File: src/hdl/htfp_pkg.sv
// shared types, constants and the hex digit decoder of the telemetry frame parser
// no dependencies; imported by every module of the block except htfp_digit_cell
`default_nettype none

package htfp_pkg;

    localparam logic [7:0] START_MARK = 8'h40;
    localparam logic [7:0] END_MARK   = 8'h0D;
    localparam logic [7:0] NUL_BYTE   = 8'h00;
    localparam int         COUNT_W    = 5;
    localparam logic [COUNT_W-1:0] FULL_COUNT = 5'd26;
    localparam int         NUM_DIGITS = 25;
    localparam int         OUT_DATA_W = 104;

    typedef enum logic {
        ST_IDLE,
        ST_FRAME
    } frame_state_t;

    typedef enum logic [1:0] {
        STATUS_OK         = 2'd0,
        STATUS_OTHER_DESC = 2'd1,
        STATUS_BAD_LENGTH = 2'd2,
        STATUS_BAD_HEX    = 2'd3
    } frame_status_t;

    typedef struct packed {
        logic          shift_en;
        logic [3:0]    nibble;
        logic          frame_end;
        frame_status_t status;
    } htfp_ctrl_t;

    // returns {valid, value}
    function automatic logic [4:0] hex_value(input logic [7:0] c);
        logic [4:0] r;
        r = 5'd0;
        if (c >= 8'h30 && c <= 8'h39) begin
            r = {1'b1, 4'(c - 8'h30)};
        end else if (c >= 8'h41 && c <= 8'h46) begin
            r = {1'b1, 4'(c - 8'h37)};
        end else if (c >= 8'h61 && c <= 8'h66) begin
            r = {1'b1, 4'(c - 8'h57)};
        end
        return r;
    endfunction

endpackage

`default_nettype wire

File: src/hdl/hex_telemetry_frame_parser.sv
// top level of the hex telemetry frame parser: sequencer, 25-cell digit chain, result register
// depends on htfp_pkg, htfp_frame_ctrl and htfp_digit_cell
//
//  channel  | dir | tdata                         | tuser
//  s_       | in  | rx_byte [7:0]                 | -
//  m_       | out | raw fields, 104 bits          | frame_status [1:0]
//  cfg_wr_  | in  | sensor_descriptor [7:0]       | -
//
// one input byte per cycle while s_tready is high; each digit shifts the chain by one cell
// the result appears in the cycle after the accepted carriage return
// s_tready drops only while a result waits and m_tready is low
// aresetn clears sequencer, descriptor register and the result valid flag
`default_nettype none

module hex_telemetry_frame_parser
    import htfp_pkg::*;
(
    input  wire logic                  aclk,
    input  wire logic                  aresetn,
    input  wire logic                  s_tvalid,
    output logic                       s_tready,
    input  wire logic [7:0]            s_tdata,   // rx_byte
    output logic                       m_tvalid,
    input  wire logic                  m_tready,
    // engine_speed, manifold_pressure_raw, supply_voltage_raw, coolant_temp_raw,
    // advance_angle_raw, intake_flow_index, idle_valve_state, throttle_switch_state,
    // gas_valve_state, zero fill
    output logic [OUT_DATA_W-1:0]      m_tdata,
    output logic [1:0]                 m_tuser,   // frame_status
    input  wire logic                  cfg_wr_en,
    input  wire logic [7:0]            cfg_wr_data
);

    htfp_ctrl_t ctrl;
    logic       byte_accept;
    logic [3:0] cell_q [NUM_DIGITS];

    logic                  m_valid_reg, m_valid_next;
    logic [OUT_DATA_W-1:0] m_data_reg;
    logic [1:0]            m_user_reg;
    logic [99:0]           fields;

    assign s_tready    = !m_valid_reg || m_tready;
    assign byte_accept = s_tvalid && s_tready;

    htfp_frame_ctrl u_ctrl (
        .aclk        (aclk),
        .aresetn     (aresetn),
        .byte_accept (byte_accept),
        .rx_byte     (s_tdata),
        .cfg_wr_en   (cfg_wr_en),
        .cfg_wr_data (cfg_wr_data),
        .ctrl        (ctrl)
    );

    for (genvar i = 0; i < NUM_DIGITS; i++) begin : g_cell
        if (i == 0) begin : g_head
            htfp_digit_cell u_cell (
                .aclk       (aclk),
                .shift_en   (ctrl.shift_en),
                .nibble_in  (ctrl.nibble),
                .nibble_out (cell_q[i])
            );
        end else begin : g_body
            htfp_digit_cell u_cell (
                .aclk       (aclk),
                .shift_en   (ctrl.shift_en),
                .nibble_in  (cell_q[i-1]),
                .nibble_out (cell_q[i])
            );
        end
    end

    // oldest digit sits in the last cell
    assign fields = {cell_q[0], cell_q[1], cell_q[2],
                     cell_q[4], cell_q[3],
                     cell_q[8], cell_q[7], cell_q[6], cell_q[5],
                     cell_q[12], cell_q[11], cell_q[10], cell_q[9],
                     cell_q[16], cell_q[15], cell_q[14], cell_q[13],
                     cell_q[20], cell_q[19], cell_q[18], cell_q[17],
                     cell_q[24], cell_q[23], cell_q[22], cell_q[21]};

    always_comb begin
        m_valid_next = m_valid_reg;
        if (ctrl.frame_end) begin
            m_valid_next = 1'b1;
        end else if (m_tready) begin
            m_valid_next = 1'b0;
        end
    end

    always_ff @(posedge aclk) begin
        if (!aresetn) begin
            m_valid_reg <= 1'b0;
        end else begin
            m_valid_reg <= m_valid_next;
        end
    end

    always_ff @(posedge aclk) begin
        if (ctrl.frame_end) begin
            m_user_reg <= ctrl.status;
            if (ctrl.status == STATUS_OK) begin
                m_data_reg <= {4'd0, fields};
            end else begin
                m_data_reg <= '0;
            end
        end
    end

    assign m_tvalid = m_valid_reg;
    assign m_tdata  = m_data_reg;
    assign m_tuser  = m_user_reg;

endmodule

`default_nettype wire

File: src/hdl/htfp_digit_cell.sv
// one cell of the digit chain: holds one hex nibble, passes it on when shifted
// depends on nothing but the clock
`default_nettype none

module htfp_digit_cell (
    input  wire logic       aclk,
    input  wire logic       shift_en,
    input  wire logic [3:0] nibble_in,
    output logic      [3:0] nibble_out
);

    logic [3:0] nibble_reg;

    always_ff @(posedge aclk) begin
        if (shift_en) begin
            nibble_reg <= nibble_in;
        end
    end

    assign nibble_out = nibble_reg;

endmodule

`default_nettype wire

File: src/hdl/htfp_frame_ctrl.sv
// frame sequencer: start and end marks, byte count, descriptor, error flags, status
// depends on htfp_pkg
`default_nettype none

module htfp_frame_ctrl
    import htfp_pkg::*;
(
    input  wire logic       aclk,
    input  wire logic       aresetn,
    input  wire logic       byte_accept,
    input  wire logic [7:0] rx_byte,
    input  wire logic       cfg_wr_en,
    input  wire logic [7:0] cfg_wr_data,
    output htfp_ctrl_t      ctrl
);

    frame_state_t       state_reg, state_next;
    logic [COUNT_W-1:0] count_reg, count_next;
    logic [7:0]         desc_reg, desc_next;
    logic               len_err_reg, len_err_next;
    logic               hex_err_reg, hex_err_next;
    logic [7:0]         sensor_desc_reg;

    logic       live;
    logic       is_end;
    logic [4:0] hex;
    logic [7:0] desc_eff;

    assign live   = byte_accept && (rx_byte != NUL_BYTE);
    assign is_end = (rx_byte == END_MARK);
    assign hex    = hex_value(rx_byte);

    always_ff @(posedge aclk) begin
        if (!aresetn) begin
            state_reg       <= ST_IDLE;
            count_reg       <= '0;
            desc_reg        <= '0;
            len_err_reg     <= 1'b0;
            hex_err_reg     <= 1'b0;
            sensor_desc_reg <= '0;
        end else begin
            state_reg   <= state_next;
            count_reg   <= count_next;
            desc_reg    <= desc_next;
            len_err_reg <= len_err_next;
            hex_err_reg <= hex_err_next;
            if (cfg_wr_en) begin
                sensor_desc_reg <= cfg_wr_data;
            end
        end
    end

    always_comb begin
        state_next = state_reg;
        if (live) begin
            unique case (state_reg)
                ST_IDLE: begin
                    if (rx_byte == START_MARK) begin
                        state_next = ST_FRAME;
                    end
                end
                ST_FRAME: begin
                    if (is_end) begin
                        state_next = ST_IDLE;
                    end
                end
                default: state_next = ST_IDLE;
            endcase
        end
    end

    always_comb begin
        count_next   = count_reg;
        desc_next    = desc_reg;
        len_err_next = len_err_reg;
        hex_err_next = hex_err_reg;
        if (live) begin
            if (state_reg == ST_IDLE) begin
                if (rx_byte == START_MARK) begin
                    count_next   = '0;
                    desc_next    = '0;
                    len_err_next = 1'b0;
                    hex_err_next = 1'b0;
                end
            end else if (is_end) begin
                count_next = '0;
            end else if (count_reg >= FULL_COUNT) begin
                len_err_next = 1'b1;
            end else begin
                if (count_reg == '0) begin
                    desc_next = rx_byte;
                end else if (!hex[4]) begin
                    hex_err_next = 1'b1;
                end
                count_next = count_reg + 1'b1;
            end
        end
    end

    assign desc_eff = (count_reg == '0) ? END_MARK : desc_reg;

    always_comb begin
        ctrl.nibble    = hex[3:0];
        ctrl.shift_en  = live && (state_reg == ST_FRAME) && !is_end
                         && (count_reg != '0) && (count_reg < FULL_COUNT);
        ctrl.frame_end = live && (state_reg == ST_FRAME) && is_end;
        priority if (desc_eff != sensor_desc_reg) begin
            ctrl.status = STATUS_OTHER_DESC;
        end else if (len_err_reg || (count_reg != FULL_COUNT)) begin
            ctrl.status = STATUS_BAD_LENGTH;
        end else if (hex_err_reg) begin
            ctrl.status = STATUS_BAD_HEX;
        end else begin
            ctrl.status = STATUS_OK;
        end
    end

endmodule

`default_nettype wire

File: config.mk
export PLATFORM = sky130hd
export DESIGN_NAME = hex_telemetry_frame_parser
export DESIGN_NICKNAME = d
export VERILOG_FILES = /design/src/hdl/htfp_pkg.sv /design/src/hdl/hex_telemetry_frame_parser.sv /design/src/hdl/htfp_digit_cell.sv /design/src/hdl/htfp_frame_ctrl.sv
export SDC_FILE = /design/constraint.sdc
export NUM_CORES = 1
export LEC_CHECK = 0
export BUFFER_PORTS_ARGS = -buffer_cell sky130_fd_sc_hd__buf_2
export CELL_PAD_IN_SITES_DETAIL_PLACEMENT = 1
export CELL_PAD_IN_SITES_GLOBAL_PLACEMENT = 1
export CORE_UTILIZATION = 25
export CTS_CLUSTER_DIAMETER = 30
export DETAILED_ROUTE_END_ITERATION = 8
export PLACE_DENSITY = 0.51
export SLEW_MARGIN = 10
export SYNTH_ARGS = -nofsm -noshare
export SYNTH_HDL_FRONTEND = slang
export SYNTH_SLANG_ARGS = --single-unit
File: constraint.sdc
create_clock -name aclk -period 13.4 [get_ports aclk]
set_input_delay 2.01 -clock aclk [delete_from_list [all_inputs] [get_ports aclk]]
set_output_delay 2.01 -clock aclk [all_outputs]
set_load 0.05 [all_outputs]
==> summary.md <==
| Metric | Value |
|---|---|
| Pin count of the biggest net entering global routing | `around 100` |
| DRC | `0` |
| Max frequency | `0.193 GHz` |
| Async set or reset register ratio after synthesis | `0%` |
| # resized after CTS | `0` |
| Vias | `5182` |
| Synth warn | `0` |
| Worst vdd ir | `0.0853 mV` |
| CTS Buffer Depth | `3` |
| WHS Endpoint | `g_cell[9].g_body.u_cell.nibble_out[3]` |
| Synthesis-to-layout area growth | `31.4%` |
| CTS root buf | `clkbuf_16` |
| Crit. End Element | `flip-flop` |
| Status | `complete, no violations` |
| Fin area | `approximately 11000 sq um` |
| Synth Register Bits | `~230` |
| Commonest non-fill, non-tap cells in the layout | `edfxtp_1 (202), buf_2 (124), and4_1 (100), clkbuf_16 (52), nand2_1 (30)` |
| Routability cong. | `a little over 0.7` |
| Least-Margin Pin Slew | `1.09 ns` |
| Overall Global Routing Usage | `11.3%` |
| Clk sinks | `~230` |
| FP Rows | `~70` |
| Worst Hold Class | `flip-flop to flip-flop` |
| Clk pin slew, worst setup/hold paths | `around 0.040 ns` |
| Hold slack | `approximately 0.43 ns` |
| Initial Util | `about a quarter` |
| Hold path startpoint | `g_cell[8].g_body.u_cell.nibble_out[3]` |
| Die width | `between 150 and 200 um` |
| Layout cells sized above 1 | `approximately a third` |
| Vias per cell | `approximately 4.4` |
| Setup Skew | `0.0177 ns` |
| R2R Path End | `m_tdata[12]` |
| Antenna cells | `0` |
| Post-DP Area | `9780 sq um` |
| FF+latch area | `between 6000 and 7000 sq um` |
| Top_reg_cell synth | `edfxtp_1` |
| Post-synth EDFFs | `approximately 200` |
| Crit path required time | `13.55 ns` |
| Slew Limit Fails | `0` |
| Initial antenna violation count | `0` |
| Crit-path cells | `buf_2 > inv_1 > ha_1 > inv_1 > or4_1 > nor3_2 > buf_4 > buf_4` |
| Hold Path Depth | `0` |
| Routed wire length | `20.1 mm` |
| Synth Area per Inst | `approximately 16 sq um` |
| Worst skew pair latency | `between 0.5 and 0.6 ns` |
| IO buf count | `between 100 and 150` |
| CTS tree | `yes` |
| Multi-input logic area | `1930 sq um` |
| RSZ-0062 raised after global routing | `no` |
| Number of flip-flops in the largest register | `100` |
| Commonest non-fill, non-tap cell in the layout | `edfxtp_1` |
| Total CTS buffers | `50` |
| CTS H-tree depth | `2` |
| Syn Inst Count | `535` |
| Maximum fanout along the worst path | `83` |
| Setup_tns | `0 ns` |
| Seq/Total Area, Yosys | `approximately 75%` |
| Slowest stage cell, crit path | `nor3_2` |
| Number of setup buffers added after CTS | `0` |
| Vias in the first global route | `~5.6k` |
| Critical Setup Path Class | `input port to flip-flop` |
| Top cells by area, synth | `edfxtp_1 (69%), and4_1 (10%), dfxtp_1 (5.7%)` |
| # nets final | `between 700 and 800` |
| Crit-path max cell delay | `0.93 ns` |
| Area leader, netlist | `edfxtp_1` |
| Relative slew slack | `approximately 27%` |
| Delay-heaviest family, CP | `simple AND/OR/NAND/NOR gates` |
| Hold Fails Final Rpt | `0` |
| Iteration-0 DRC Markers | `270` |
| Die area | `about 36000 sq um` |
| Mapped Area | `between 8000 and 9000 sq um` |
| R2r worst-path depth | `4` |
| Startpoint type of the worst setup path | `input port` |
| DRT Pass-1 Iters | `6` |
| GRT overflow | `0` |
| Cts hold-fix bufs | `0` |
| Max-Cap Viols | `0` |
| Leakage | `between 3 and 4 nW` |
| Worst r2r src | `u_ctrl.state_reg` |
| Fin crit share | `about two fifths` |
| DRT antenna net count | `0` |
| CP arrival | `~5.3 ns` |
| Routed wire length per instance | `17.2 um` |
| Filler Cells Inserted | `approximately 3.6k` |
| DP Wirelength | `approximately 12 mm` |
| Die height | `approximately 190 um` |
| Buf+Inv Stages, Crit Path | `5` |
| PwrDens | `about 180 nW/um^2` |
| Synth unique cells | `slightly above 50` |
| Core area | `between 30000 and 40000 sq um` |
| I/O Pins | `approximately 130` |
| Setup violations, final | `0` |
| First-pass GRT wire length | `between 30 and 40 mm` |
| Yosys top cell area share | `69.4%` |
| R2R Setup Slk | `10.01 ns` |
| Crit path time final | `around 5.2 ns` |
worst register-to-register path, stage by stage (launching register included):
cell and delay (ns):
dfxtp_1 0.55, nand3_1 0.27, nor3_2 0.92, buf_4 0.36, buf_4 0.81
final cells by class:
| class | instances | share of cell area, % |
|---|---|---|
| multi-input cells | 259 | 16.8 |
| well taps | 455 | 4.95 |
| repair buffers | 133 | 5.99 |
| clock inverters | 35 | 3.38 |
| clock buffers | 56 | 11.5 |
| inverters | 6 | 0.196 |
| flip-flops and latches | 227 | 57.1 |
synthesized netlist by cell type (all sizes together), types with 2 or more instances:
master / number
edfxtp: 202
and4: 100
nand2: 31
clkbuf: 29
dfxtp: 25
buf: 17
o21ai: 13
nor2: 11
nor2b: 11
mux2i: 10
nand3: 8
ha: 7
nor3: 7
o22ai: 7
a21oi: 6
inv: 6
and3: 4
or3: 4
xnor2: 4
a31oi: 3
mux2: 3
a2111oi: 2
a21boi: 2
a22o: 2
nand2b: 2
nor4b: 2
power by group:
part,total [W],internal (W),switching [W]
Combinational,0.0000304,0.00000805,0.0000223
Clock,0.00122,0.000840,0.000378
Sequential,0.000764,0.000763,0.00000132
worst max path at each step:
| stage | start | to | cells after the start |
|---|---|---|---|
| after floorplan | s_tdata[5] | m_tdata[0] | 4 |
| after global placement | s_tdata[5] | m_tdata[7] | 6 |
| after detailed placement | s_tdata[1] | m_tdata[7] | 8 |
| after CTS | s_tdata[1] | m_tdata[15] | 8 |
| after global routing | s_tdata[1] | m_tdata[12] | 8 |
| final | s_tdata[1] | m_tdata[12] | 8 |
metal layers:
layer	GRT usage (%)	part of all wire (%)
met4	4.44	2.2
met2	18.2	47
met1	14.7	45
met3	2.67	4.9
met5	0	0
metrics by stage:
step | instances | utilization, % | total power, W | setup slack [ns]
global placement | 1080 | 28.4 | 0.000807 | 7.86
global route | 1171 | 33.4 | 0.00207 | 7.98
finish | 1171 | 33.4 | 0.00201 | 8.21
detailed placement | 1080 | 28.4 | 0.000807 | 7.62
floorplan | 538 | - | 0.000803 | 2.75
CTS | 1171 | 33.4 | 0.00204 | 8.17
cell families (layout without fill, tap and decap cells):
family	after synthesis	count (layout)	synth area share (%)
XOR/XNOR	5	5	0.501
other	1	4	0.0429
flip-flops	227	227	75.1
multiplexers	13	13	1.67
AND/OR/NAND/NOR	188	188	15.4
adder cells (fa/ha/maj)	7	7	1.00
AO/OA/AOI/OAI	42	42	3.09
buffers and inverters	52	230	3.23
No activity file was read; power rests on OpenSTA's default activity.
